==> src/staggered_velocity_predictor_core_assert.svh <==
`ifndef STAGGERED_VELOCITY_PREDICTOR_CORE_ASSERT_SVH
`define STAGGERED_VELOCITY_PREDICTOR_CORE_ASSERT_SVH

// same-cycle implication
`define SVP_ASSERT_IMP(label, clk, rst_n, ante, cons) \
	label: assert property (@(posedge clk) disable iff (!rst_n) (ante) |-> (cons)) \
		else $error("svp assertion failed");

// next-cycle implication
`define SVP_ASSERT_NXT(label, clk, rst_n, ante, cons) \
	label: assert property (@(posedge clk) disable iff (!rst_n) (ante) |=> (cons)) \
		else $error("svp assertion failed");

`endif

==> src/svp_pkg.sv <==
package svp_pkg;

	localparam int NSTG = 10;
	localparam int DW = 32;
	localparam int CW = 31;
	localparam int CFG_IW = 2;
	localparam int D2W = 2 * CW - 16;

	localparam logic [CFG_IW-1:0] REG_INV_DX = 2'd0;
	localparam logic [CFG_IW-1:0] REG_INV_DY = 2'd1;
	localparam logic [CFG_IW-1:0] REG_VISC = 2'd2;
	localparam logic [CFG_IW-1:0] REG_TSTEP = 2'd3;

	localparam logic [CW-1:0] RST_INV_D = 31'd65536;
	localparam logic [CW-1:0] RST_VISC = 31'd65536;
	localparam logic [CW-1:0] RST_TSTEP = 31'd655;

	typedef struct packed {
		logic signed [DW-1:0] u_c;
		logic signed [DW-1:0] u_w;
		logic signed [DW-1:0] u_e;
		logic signed [DW-1:0] u_s;
		logic signed [DW-1:0] u_n;
		logic signed [DW-1:0] u_se;
		logic signed [DW-1:0] v_c;
		logic signed [DW-1:0] v_w;
		logic signed [DW-1:0] v_e;
		logic signed [DW-1:0] v_s;
		logic signed [DW-1:0] v_n;
		logic signed [DW-1:0] v_nw;
	} cell_t;

	typedef struct packed {
		logic signed [DW-1:0] u_pred;
		logic signed [DW-1:0] v_pred;
		logic saturated;
	} pred_t;

	typedef struct packed {
		logic [D2W-1:0] dx2;
		logic [D2W-1:0] dy2;
		logic [CW-2:0] hdx;
		logic [CW-2:0] hdy;
		logic [CW-1:0] visc;
		logic [CW-1:0] tstep;
	} coef_t;

endpackage

==> src/svp_ctrl.sv <==
`include "staggered_velocity_predictor_core_assert.svh"

module svp_ctrl (
	input logic clk,
	input logic arst_n,
	input logic cell_valid,
	output logic cell_ready,
	output logic pred_valid,
	input logic pred_ready,
	output logic [svp_pkg::NSTG-1:0] stg_en
);
	import svp_pkg::*;

	logic [NSTG-1:0] vld_q;
	logic [NSTG:0] rdy;

	// a stage takes new data when it is empty or its content moves on
	assign rdy[NSTG] = pred_ready;
	for (genvar k = 0; k < NSTG; k++) begin : g_rdy
		assign rdy[k] = !vld_q[k] || rdy[k+1];
	end

	assign stg_en = rdy[NSTG-1:0];
	assign cell_ready = rdy[0];
	assign pred_valid = vld_q[NSTG-1];

	always_ff @(posedge clk or negedge arst_n) begin
		if (!arst_n) begin
			vld_q <= '0;
		end else begin
			vld_q <= (stg_en & {vld_q[NSTG-2:0], cell_valid}) | (~stg_en & vld_q);
		end
	end

	`SVP_ASSERT_IMP(a_conserve, clk, arst_n, $past(arst_n), $countones(vld_q) == $past($countones(vld_q)) + $past(cell_valid && cell_ready) - $past(pred_valid && pred_ready))
	`SVP_ASSERT_NXT(a_enter, clk, arst_n, cell_valid && cell_ready, vld_q[0])
	`SVP_ASSERT_IMP(a_full_stall, clk, arst_n, !cell_ready, &vld_q)

endmodule

==> config.mk <==
export PLATFORM = sky130hd
export DESIGN_NAME = svp_ctrl
export DESIGN_NICKNAME = d
export VERILOG_FILES = /design/src/svp_pkg.sv /design/src/svp_ctrl.sv
export VERILOG_INCLUDE_DIRS = /design/src /design/src/src
export SDC_FILE = /design/constraint.sdc
export NUM_CORES = 1
export LEC_CHECK = 0
export BUFFER_PORTS_ARGS = -buffer_cell sky130_fd_sc_hd__buf_2
export CAP_MARGIN = 25
export CORE_AREA = 5 5 42 44
export CTS_CLUSTER_SIZE = 30
export DETAILED_ROUTE_END_ITERATION = 7
export DIE_AREA = 0 0 47 49
export PLACE_DENSITY = 0.68
export SKIP_LAST_GASP = 1
export SLEW_MARGIN = 40
export SYNTH_ARGS = -nofsm -noshare
export SYNTH_HDL_FRONTEND = slang
export SYNTH_SLANG_ARGS = --single-unit
==> constraint.sdc <==
create_clock -name clk -period 1.8 [get_ports clk]
set_input_delay 0.18 -clock clk [delete_from_list [all_inputs] [get_ports clk]]
set_output_delay 0.18 -clock clk [all_outputs]
set_load 0.02 [all_outputs]
### After elaboration in Yosys (flattened, before gate mapping)

Index checks and enable logic that the tools add are counted.

* reduce and logical (&&, ||, !) cells: 20
* bitwise operators: 4

Operator list (number)
* AND 10 bit: 2
* zero test 1 bit: 10
* logical OR 1 bit: 10
* NOT 10 bit: 1
* bitwise OR 10 bit: 1

* flip-flop bits (word level): 10
* bits of input ports: 4
* output and inout port bits: 12
* logic and storage cells: 25

### Longest topological paths before layout

* depth after elaboration: 14
* gate-level depth with buffers: 5
* mapped depth without buffers: 2

### Worst setup path after synthesis

No wires, ideal clock.

* path type: register to output
* start point: reg with a tool-made name
* end point: out stg_en[0] (netlist name)
* required time: 1.620 ns
* slack: 0.268 ns
* cell stages (with the launch flop): 6
* arrival: 1.352 ns
* buffers on the path: 3
* cell sequence: dfrtp_1 and4b_1 buf_6 buf_6 nand3_1 buf_4

RTL lines
* to (decl): line svp_ctrl.sv:10 `output logic [svp_pkg::NSTG-1:0] stg_en`

==> flow_metrics.env <==
export IMPL_status="complete, no violations"
export IMPL_fin_cells=68
export IMPL_grt_ovfl_total=0
export IMPL_h_tree_depth=1
export IMPL_min_period_over_period=0.8832
export IMPL_seqCellArea_um2=250.2
export IMPL_critPathSlowestCell="dfrtp_1"
export IMPL_clk_pin_slew_ns=0.06
export IMPL_finalCriticalPeriod_ns=1.590
export IMPL_die_x_um=47
export IMPL_synth_fp_nets=41
export IMPL_ys_seq_area_frac=0.5556
export IMPL_post_synth_num_cell_types=18
export IMPL_path_buf_inv=1
export IMPL_gr_usage_met1=0.1213
export IMPL_cp_data_arrival_time_ns=1.41
export IMPL_path_delay_family="simple AND/OR/NAND/NOR gates"
export IMPL_fin_ws_ns=0.2102
export IMPL_ys_warn_count=0
export IMPL_crit_path_cell_trace="and4_1 -> nand3_1 -> buf_2"
export IMPL_cts_buffer_depth=2
export IMPL_cp_required_ns=1.62
export IMPL_min_path_type="in -> reg"
export IMPL_cts_tree="built"
export IMPL_place_congestion=0.6473
export IMPL_first_global_vias=310
export IMPL_place_inst=64
export IMPL_hpwl_um=584.7
export IMPL_powerDensity_nw_per_um2=1147
export IMPL_grtUsageTotal=0.08987
export IMPL_grt_busiest_layer="met1"
export IMPL_viasPerCell=4.824
export IMPL_rrSetupSlack_ns=0.67
export IMPL_worst_pin_slew_ns=0.2744
export IMPL_nets=58
export IMPL_cp_depth=3
export IMPL_clock_sinks=10
export IMPL_layout_commonest_cell="buf_2"
export IMPL_cp_max_fo=8
export IMPL_n_antenna_cell=0
export IMPL_wl_per_cell_um=11.81
export IMPL_multi_input_area_um2=156.4
export IMPL_start_util=0.3214
export IMPL_synth_top_area_share=0.5556
export IMPL_drive_gt1_frac=0.4231
export IMPL_maxSlewViolCount=0
export IMPL_cap_violations=0
export IMPL_setup_tns_ns=0
export IMPL_holdPathStages=2
export IMPL_clock_skew_ns=0.005342
export IMPL_grt_pass1_wl_mm=1.393
export IMPL_coreArea_um2=1401
export IMPL_netlist_instances=37
export IMPL_cts_setup_buffers=0
export IMPL_synth_seq_cells=10
export IMPL_r2r_cells=2
export IMPL_grt_max_degree=17
export IMPL_route_detailed_drc=0
export IMPL_pre_cts_ws_ns=0.3478
export IMPL_num_vias=328
export IMPL_end_kind="primary output"
export IMPL_setup_viol=0
export IMPL_fmax_ghz=0.6290
export IMPL_slew_headroom=0.8170
export IMPL_root_buffer="clkbuf_4"
export IMPL_die_h_um=49
export IMPL_fillCellCount=145
export IMPL_rows=14
export IMPL_synthToLayoutAreaGrowth_pct=19.44
export IMPL_worstSetupPathType="reg -> out"
export IMPL_drtIter0Drc=2
export IMPL_synth_top_cells_by_area="dfrtp_1 56%, buf_6 7.5%, nand2b_1 4.2%"
export IMPL_peakVddDrop_v=0.0005162
export IMPL_worst_path_largest_cell_delay_ns=0.45
export IMPL_grt_met3_usage=0.04428
export IMPL_cellLeakagePower_nw=0.2354
export IMPL_drt_wl_total_um=803
export IMPL_mostFrequentLayoutCells="15 x buf_2, 10 x dfrtp_1, 3 x nand3_1, 3 x nand2b_1, 3 x clkbuf_4"
export IMPL_clk_latency_ns=0.26
export IMPL_synth_area_per_cell_um2=12.17
export IMPL_io_buffers=15
export IMPL_syn_area_um2=450.4
export IMPL_gr_usage_met2=0.09729
export IMPL_hold_viol=0
export IMPL_cts_inserted_buffers=3
export IMPL_ant_nets=0
export IMPL_drt_pass1_iter_count=2
export IMPL_fp_dieArea_um2=2303
export IMPL_rsz0062_at_grt="false"
export IMPL_synth_area_leader_cell="dfrtp_1"
export IMPL_ioPinCount=16
export IMPL_antenna_found_initial=0
export IMPL_startpoint_type="flip-flop"
cell usage after synthesis:
cell       n
a31o_2     2
and4b_1    1
nand2b_1   3
nand3b_1   1
or2_1      1
inv_1      1
dfrtp_1   10
buf_6      3
a41o_2     1
nand4_1    2
and4_1     1
and3_1     1
nand3_1    3
a41o_1     1
buf_4      1
a31o_1     1
nand2_1    2
a21o_1     2
cell type report:
type                            count  share of cell area
Sequential cell                    10              0.4651
Multi-Input combinational cell     22              0.2907
Timing Repair Buffer               16              0.1581
Clock buffer                        3             0.04186
Tap cell                           16             0.03721
Inverter                            1            0.006977
stage by stage:
step / hold WS (ns) / util / cell area [um2] / power (W)
3_3_place_gp: 0.04955 / 0.3598 / 504.2 / 0.0004740
4_1_cts: 0.09813 / 0.3830 / 536.8 / 0.0006274
3_5_place_dp: 0.04921 / 0.3598 / 504.2 / 0.0004771
2_1_floorplan: -0.1156 / - / 450.4 / 0.0004516
5_1_grt: 0.09372 / 0.3839 / 538.0 / 0.0006677
6_report: 0.1071 / 0.3839 / 538.0 / 0.0006170
final timing paths:
check / endpoint / start
min: flip-flop / cell_valid
min in group asynchronous: async pin / arst_n
max in group asynchronous: async pin / arst_n
max reg2reg: flip-flop / flip-flop
max: stg_en[0] / flip-flop
min reg2reg: flip-flop / flip-flop
where the power goes:
part / switching, W / internal, W
logic: 0.000109 / 0.0000681
clock network: 0.0000662 / 0.0000767
registers: 0.0000364 / 0.000261
total: 0.000211 / 0.000406
metal layers:
metal | vias to the layer above | wire [um]
met1 | 148 | 381
met5 | - | 0
met4 | 0 | 36
met2 | 11 | 328
met3 | 4 | 57
li1 | 165 | -
cell families after synthesis:
| logic type | share of synthesized area |
|---|---|
| compound gates | 0.1389 |
| simple gates | 0.2056 |
| flops | 0.5556 |
| buf+inv | 0.09999 |
timing repair:
item	4_1_cts	5_1_grt
hold buffers	1	0
endpoints found under the setup margin	0	2
resized for setup	0	1
hold endpoints to repair	10	0
No activity file was read; power rests on OpenSTA's default activity.
