### src/staggered_velocity_predictor_core_assert.svh
`ifndef STAGGERED_VELOCITY_PREDICTOR_CORE_ASSERT_SVH
`define STAGGERED_VELOCITY_PREDICTOR_CORE_ASSERT_SVH

// same-cycle implication
`define SVP_ASSERT_IMP(label, clk, rst_n, ante, cons) \
	label: assert property (@(posedge clk) disable iff (!rst_n) (ante) |-> (cons)) \
		else $error("svp assertion failed");

// next-cycle implication
`define SVP_ASSERT_NXT(label, clk, rst_n, ante, cons) \
	label: assert property (@(posedge clk) disable iff (!rst_n) (ante) |=> (cons)) \
		else $error("svp assertion failed");

`endif

### src/svp_pkg.sv
package svp_pkg;

	localparam int NSTG = 10;
	localparam int DW = 32;
	localparam int CW = 31;
	localparam int CFG_IW = 2;
	localparam int D2W = 2 * CW - 16;

	localparam logic [CFG_IW-1:0] REG_INV_DX = 2'd0;
	localparam logic [CFG_IW-1:0] REG_INV_DY = 2'd1;
	localparam logic [CFG_IW-1:0] REG_VISC = 2'd2;
	localparam logic [CFG_IW-1:0] REG_TSTEP = 2'd3;

	localparam logic [CW-1:0] RST_INV_D = 31'd65536;
	localparam logic [CW-1:0] RST_VISC = 31'd65536;
	localparam logic [CW-1:0] RST_TSTEP = 31'd655;

	typedef struct packed {
		logic signed [DW-1:0] u_c;
		logic signed [DW-1:0] u_w;
		logic signed [DW-1:0] u_e;
		logic signed [DW-1:0] u_s;
		logic signed [DW-1:0] u_n;
		logic signed [DW-1:0] u_se;
		logic signed [DW-1:0] v_c;
		logic signed [DW-1:0] v_w;
		logic signed [DW-1:0] v_e;
		logic signed [DW-1:0] v_s;
		logic signed [DW-1:0] v_n;
		logic signed [DW-1:0] v_nw;
	} cell_t;

	typedef struct packed {
		logic signed [DW-1:0] u_pred;
		logic signed [DW-1:0] v_pred;
		logic saturated;
	} pred_t;

	typedef struct packed {
		logic [D2W-1:0] dx2;
		logic [D2W-1:0] dy2;
		logic [CW-2:0] hdx;
		logic [CW-2:0] hdy;
		logic [CW-1:0] visc;
		logic [CW-1:0] tstep;
	} coef_t;

endpackage

### src/svp_cfg.sv
module svp_cfg (
	input logic clk,
	input logic arst_n,
	input logic cfg_wr_en,
	input logic [svp_pkg::CFG_IW-1:0] cfg_index,
	input logic [svp_pkg::CW-1:0] cfg_data,
	output svp_pkg::coef_t coef
);
	import svp_pkg::*;

	localparam int PW = 2 * CW;
	localparam logic [PW-1:0] RST_SQ = PW'(RST_INV_D) * PW'(RST_INV_D);

	logic [PW-1:0] sq;
	logic [D2W-1:0] dx2_q, dy2_q;
	logic [CW-2:0] hdx_q, hdy_q;
	logic [CW-1:0] visc_q, tstep_q;

	// square of the written inverse spacing, taken at write time
	assign sq = PW'(cfg_data) * PW'(cfg_data);

	always_ff @(posedge clk or negedge arst_n) begin
		if (!arst_n) begin
			dx2_q <= RST_SQ[PW-1:16];
			dy2_q <= RST_SQ[PW-1:16];
			hdx_q <= RST_INV_D[CW-1:1];
			hdy_q <= RST_INV_D[CW-1:1];
			visc_q <= RST_VISC;
			tstep_q <= RST_TSTEP;
		end else if (cfg_wr_en) begin
			case (cfg_index)
				REG_INV_DX: begin
					dx2_q <= sq[PW-1:16];
					hdx_q <= cfg_data[CW-1:1];
				end
				REG_INV_DY: begin
					dy2_q <= sq[PW-1:16];
					hdy_q <= cfg_data[CW-1:1];
				end
				REG_VISC: begin
					visc_q <= cfg_data;
				end
				REG_TSTEP: begin
					tstep_q <= cfg_data;
				end
				default: begin
				end
			endcase
		end
	end

	assign coef.dx2 = dx2_q;
	assign coef.dy2 = dy2_q;
	assign coef.hdx = hdx_q;
	assign coef.hdy = hdy_q;
	assign coef.visc = visc_q;
	assign coef.tstep = tstep_q;

endmodule

### config.mk
export PLATFORM = sky130hd
export DESIGN_NAME = svp_cfg
export DESIGN_NICKNAME = d
export VERILOG_FILES = /design/src/staggered_velocity_predictor_core_assert.svh /design/src/svp_pkg.sv /design/src/svp_cfg.sv
export SDC_FILE = /design/constraint.sdc
export NUM_CORES = 2
export LEC_CHECK = 0
export ABC_AREA = 1
export BUFFER_PORTS_ARGS = -buffer_cell sky130_fd_sc_hd__buf_2
export CAP_MARGIN = 20
export CORE_MARGIN = 2
export CORE_UTILIZATION = 25
export CTS_CLUSTER_DIAMETER = 30
export DETAILED_ROUTE_END_ITERATION = 8
export GPL_TIMING_DRIVEN = 0
export PLACE_DENSITY_LB_ADDON = 0.05
export SYNTH_ARGS = -nofsm -noshare
export SYNTH_HDL_FRONTEND = slang
export SYNTH_SLANG_ARGS = --single-unit
### constraint.sdc
create_clock -name clk -period 0.8 [get_ports clk]
set_input_delay 0.16 -clock clk [delete_from_list [all_inputs] [get_ports clk]]
set_output_delay 0.16 -clock clk [all_outputs]
set_load 0.01 [all_outputs]
# == Yosys cells after proc, flatten, opt, wreduce, memory -nomap -nowiden ==
# Cells that the tools add are included.
# op_classes
n_addsub,0
n_mul,1
div,0
order_cmp,0
eq_ne,3
shifts,0
n_mux,0
bitwise_logic,0
reduce_logical,5
# ops
op,n
$mul A31 B31 Y62,1
$reduce_and A2 Y1,4
$eq A2 B2 Y1 const B,2
$eq A2 B1 Y1 const B,1
$logic_not A2 Y1,1
# totals
regBits,214
latch_bits,0
mem_bits_rw,0
rom_bits,0
in_bits,36
out_inout_bits,214
wordCells,15
mem_count,0

# == Longest topological paths before layout ==
# depth
word_depth,2
depth_mapped,34
mapped_depth_nobuf,32

# == Least setup slack after synthesis ==
# No wires, ideal clock.
# synth_path
path_kind,input-to-reg
start,input port cfg_data[25] (netlist bit)
end,register dy2_q[44]
setup_time_ns,0.117
t_arrival_ns,6.304
t_required_ns,0.683
setup_slack_ns,-5.622
path_stages,27
path_buffers,2
cell_sequence,clkbuf_1 > buf_1 > nand2_1 > fa_1 > fa_1 > inv_1 > fa_1 > inv_1 > fa_1 > inv_1 > fa_1 > fa_1 > fa_1 > inv_1 > fa_1 > inv_1 > ha_1 > nand2_1 > inv_1 > a21oi_1 > nand2_1 > nand2_1 > nand2_1 > a21oi_1 > nand3_1 > nand3_1 > nand2_1
# synth_between
elab_chain_cells,1
# synth_rtl
item,line,text
"start, declared",svp_cfg.sv:6,"input logic [svp_pkg::CW-1:0] cfg_data,"
$mul A31 B31 Y62,svp_cfg.sv:20,assign sq = PW'(cfg_data) * PW'(cfg_data);
"end signal, assigned",svp_cfg.sv:25,dy2_q <= RST_SQ[PW-1:16];
"end signal, assigned",svp_cfg.sv:37,dy2_q <= sq[PW-1:16];
"end, declared",svp_cfg.sv:15,"logic [D2W-1:0] dx2_q, dy2_q;"
# Every way passes these cells.
# A chain may end at the register's enable or synchronous reset.

# == Worst setup path in the final report ==
# layout_path
start,input port cfg_data[5] (netlist bit)
end,register dy2_q[32]
# Same word-level chain as after synthesis.

==> flow_summary.json <==
{
  "outcome": "finished with violations",
  "failed_checks": "negative hold slack, negative setup slack",
  "vias_per_cell": 4.278,
  "rows": 140,
  "cts_buffers": 48,
  "grt_overflow_total": 0,
  "worst-path-max-fanout": 5,
  "fin_crit_sh_pct": 774.3,
  "cap_violations": 0,
  "async_reset_ff_share_pct": 100.0,
  "cts.sinks": 214,
  "area_growth_pct": 36.51,
  "placed_area_um2": 41950,
  "syn_nets": 5563,
  "layout-drive-gt1-share_pct": 28.16,
  "hold_slack_ns": -0.4729,
  "track_usage_pct": 22.70,
  "netlist.area_leader.share_pct": 40.53,
  "fp.dieH_um": 388.2,
  "grt_start_max_net_pins": 93,
  "finalCriticalPeriod_ns": 6.194,
  "synth_common_cells": "1376 x inv_1, 1220 x nand2_1, 747 x fa_1, 269 x ha_1, 203 x dfrtp_1",
  "drc": 0,
  "place_congestion": 0.9241,
  "routed_wl_mm": 167.3,
  "wl_per_cell_um": 23.92,
  "clock_path_buffers": 3,
  "drt-pass1-iter-count": 5,
  "cp-start-kind": "input pin",
  "antenna_left": 0,
  "syn_avg_cell_area_um2": 8.180,
  "end_kind": "flop",
  "io_pins": 250,
  "antenna_found_initial": 12,
  "hold_viol_final": 121,
  "synth_area_leaders": "fa_1 41%, inv_1 14%, dfrtp_1 14%",
  "drt-initial-drc-count": 1549,
  "dp_hpwl_mm": 135.8,
  "slew_violations": 0,
  "synth-edff-count": 0,
  "clock_latency_ns": 0.58,
  "crit_type": "input pin to flop",
  "cts-root-buf": "clkbuf_16",
  "syn-cell-area_um2": 36900,
  "core_um2": 146100,
  "utilization_pct": 34.48,
  "htree_num_levels": 2,
  "synth_cell_type_count": 33,
  "slew_headroom_pct": 39.81,
  "final-setup-viol-count": 398,
  "setup_slack_ns": -5.394,
  "rsz0062_at_grt": "true",
  "clk_pin_slew_ns": 0.05,
  "dr_total_vias": 29930,
  "arrival_ns": 6.65,
  "yosys.area.top_type": "fa_1",
  "final_cell_area_um2": 50370,
  "grt_pass1_wl_mm": 243.8,
  "synth-main-ff-cell": "dfrtp_1",
  "grt_pass1_vias": 33290,
  "portBuffers": 246,
  "ys_ff_latch": 214,
  "holdCritPathClass": "input pin to asynchronous set/reset pin",
  "required_ns": 1.26,
  "yosys_warnings": 0,
  "finalNetCount": 6087,
  "cts_tree": "built",
  "die_area_um2": 150700,
  "synth.most_common_cell": "inv_1",
  "die_w_um": 388.2,
  "tns_ns": -606.14,
  "tightest_slew_ns": 0.9028,
  "syn_inst": 4511,
  "start_util_pct": 25.26,
  "fin_skew_ns": 0,
  "fmax_mhz": 161.4,
  "reg2reg_depth": 2,
  "yosysSeqAreaShare_pct": 14.55
}
==> sequential cells by signal (all words and copies together), names as in the netlist <==
name and cells:
dx2_q 46, dy2_q 46, tstep_q 31, visc_q 31, hdx_q 30, hdy_q 30
==> cells by family (layout without fill, tap and decap cells) <==
logic type                 Yosys count  count (layout)  synth area share (%)
buffers and inverters             1516            2080                 15.47
and+or+nand+nor                   1485            1485                 15.95
adders and majority gates         1016            1016                 49.65
AOI/OAI and AO/OA                  237             237                 3.357
DFF                                214             214                 14.55
xor gates and xnor gates            43              43                 1.021
other                                0               4                     0
==> routing by layer <==
layer	part of all wire, %	GRT usage, %	vias to the layer above
li1	-	-	13880
met5	0.0078	0	-
met1	46	31.23	15450
met2	49	38.98	467
met4	2.2	4.231	2
met3	3.2	2.038	125
==> layout make-up <==
| type | instances | area [um^2] |
|---|---|---|
| Buffer | 137 | 2278 |
| Multi-Input combinational cell | 2781 | 29210 |
| Fill cell | 15590 | 95720 |
| Inverter | 1379 | 5219 |
| Sequential cell | 214 | 5370 |
| Clock inverter | 23 | 345.3 |
| Timing Repair Buffer | 474 | 4169 |
| Antenna cell | 4 | 10.01 |
| Tap cell | 1917 | 2399 |
| Clock buffer | 67 | 1374 |
==> critical path, cell delays in order <==
cell,delay (ns)
buf_16,0.12
clkbuf_16,0.17
buf_8,0.13
nand2_4,0.06
inv_2,0.04
fa_1,0.58
fa_1,0.46
fa_1,0.56
inv_2,0.04
fa_1,0.49
inv_1,0.05
fa_1,0.47
fa_2,0.58
fa_2,0.48
fa_2,0.65
ha_4,0.26
nand2_4,0.11
inv_4,0.05
nand2_4,0.08
inv_4,0.05
a21oi_4,0.23
nor2_4,0.06
o21bai_4,0.17
nand4_1,0.30
nand3_1,0.20
nand2_1,0.06
==> what timing repair did <==
| item | CTS | global route |
|---|---|---|
| setup buffers | 176 | 43 |
| endpoints found under the hold margin | 119 | 66 |
| cloned | 7 | 0 |
| endpoints found under the setup margin | 424 | 415 |
| resized for setup | 773 | 316 |
| pin swaps | 268 | 204 |
==> placed cells by master (no fill, tap or decap), drive strengths merged <==
master and count:
inv 1376, clkbuf 177, xnor2 21, and2 2
bufbuf 1, a31o 2, nand4 10, clkinvlp 7
or2 5, xor2 22, o21ai 161, a21oi 57
nor3 13, o21bai 16, buf 500, nand3 104
diode 4, clkinv 12, ha 269, fa 747
bufinv 7, dfstp 11, nor2 117, nand3b 11
nand2 1223, dfrtp 203, a31oi 1
==> worst paths after layout <==
kind                                    from           to  slack, ns
worst min register to register      dx2_q[8]     dx2_q[8]       0.46
max in group asynchronous             arst_n  tstep_q[24]       0.34
worst min-delay path                  arst_n     hdy_q[2]      -0.47
worst max register to register     hdx_q[23]    hdx_q[23]      -0.07
min in group clk                cfg_index[0]    dx2_q[19]       0.04
worst max-delay path             cfg_data[5]    dy2_q[32]      -5.39
==> per-stage QoR <==
| step | worst slack (ns) | cells |
|---|---|---|
| 3_5_place_dp | -6.985 | 6677 |
| 2_1_floorplan | -5.164 | 4511 |
| 4_1_cts | -5.286 | 6950 |
| 6_report | -5.394 | 6996 |
| 5_1_grt | -5.511 | 6993 |
| 3_3_place_gp | -7.263 | 6674 |
Power is left out: the tool's default activity adds up to more than one toggle a clock period on the data nets, which glitch-free logic cannot reach.
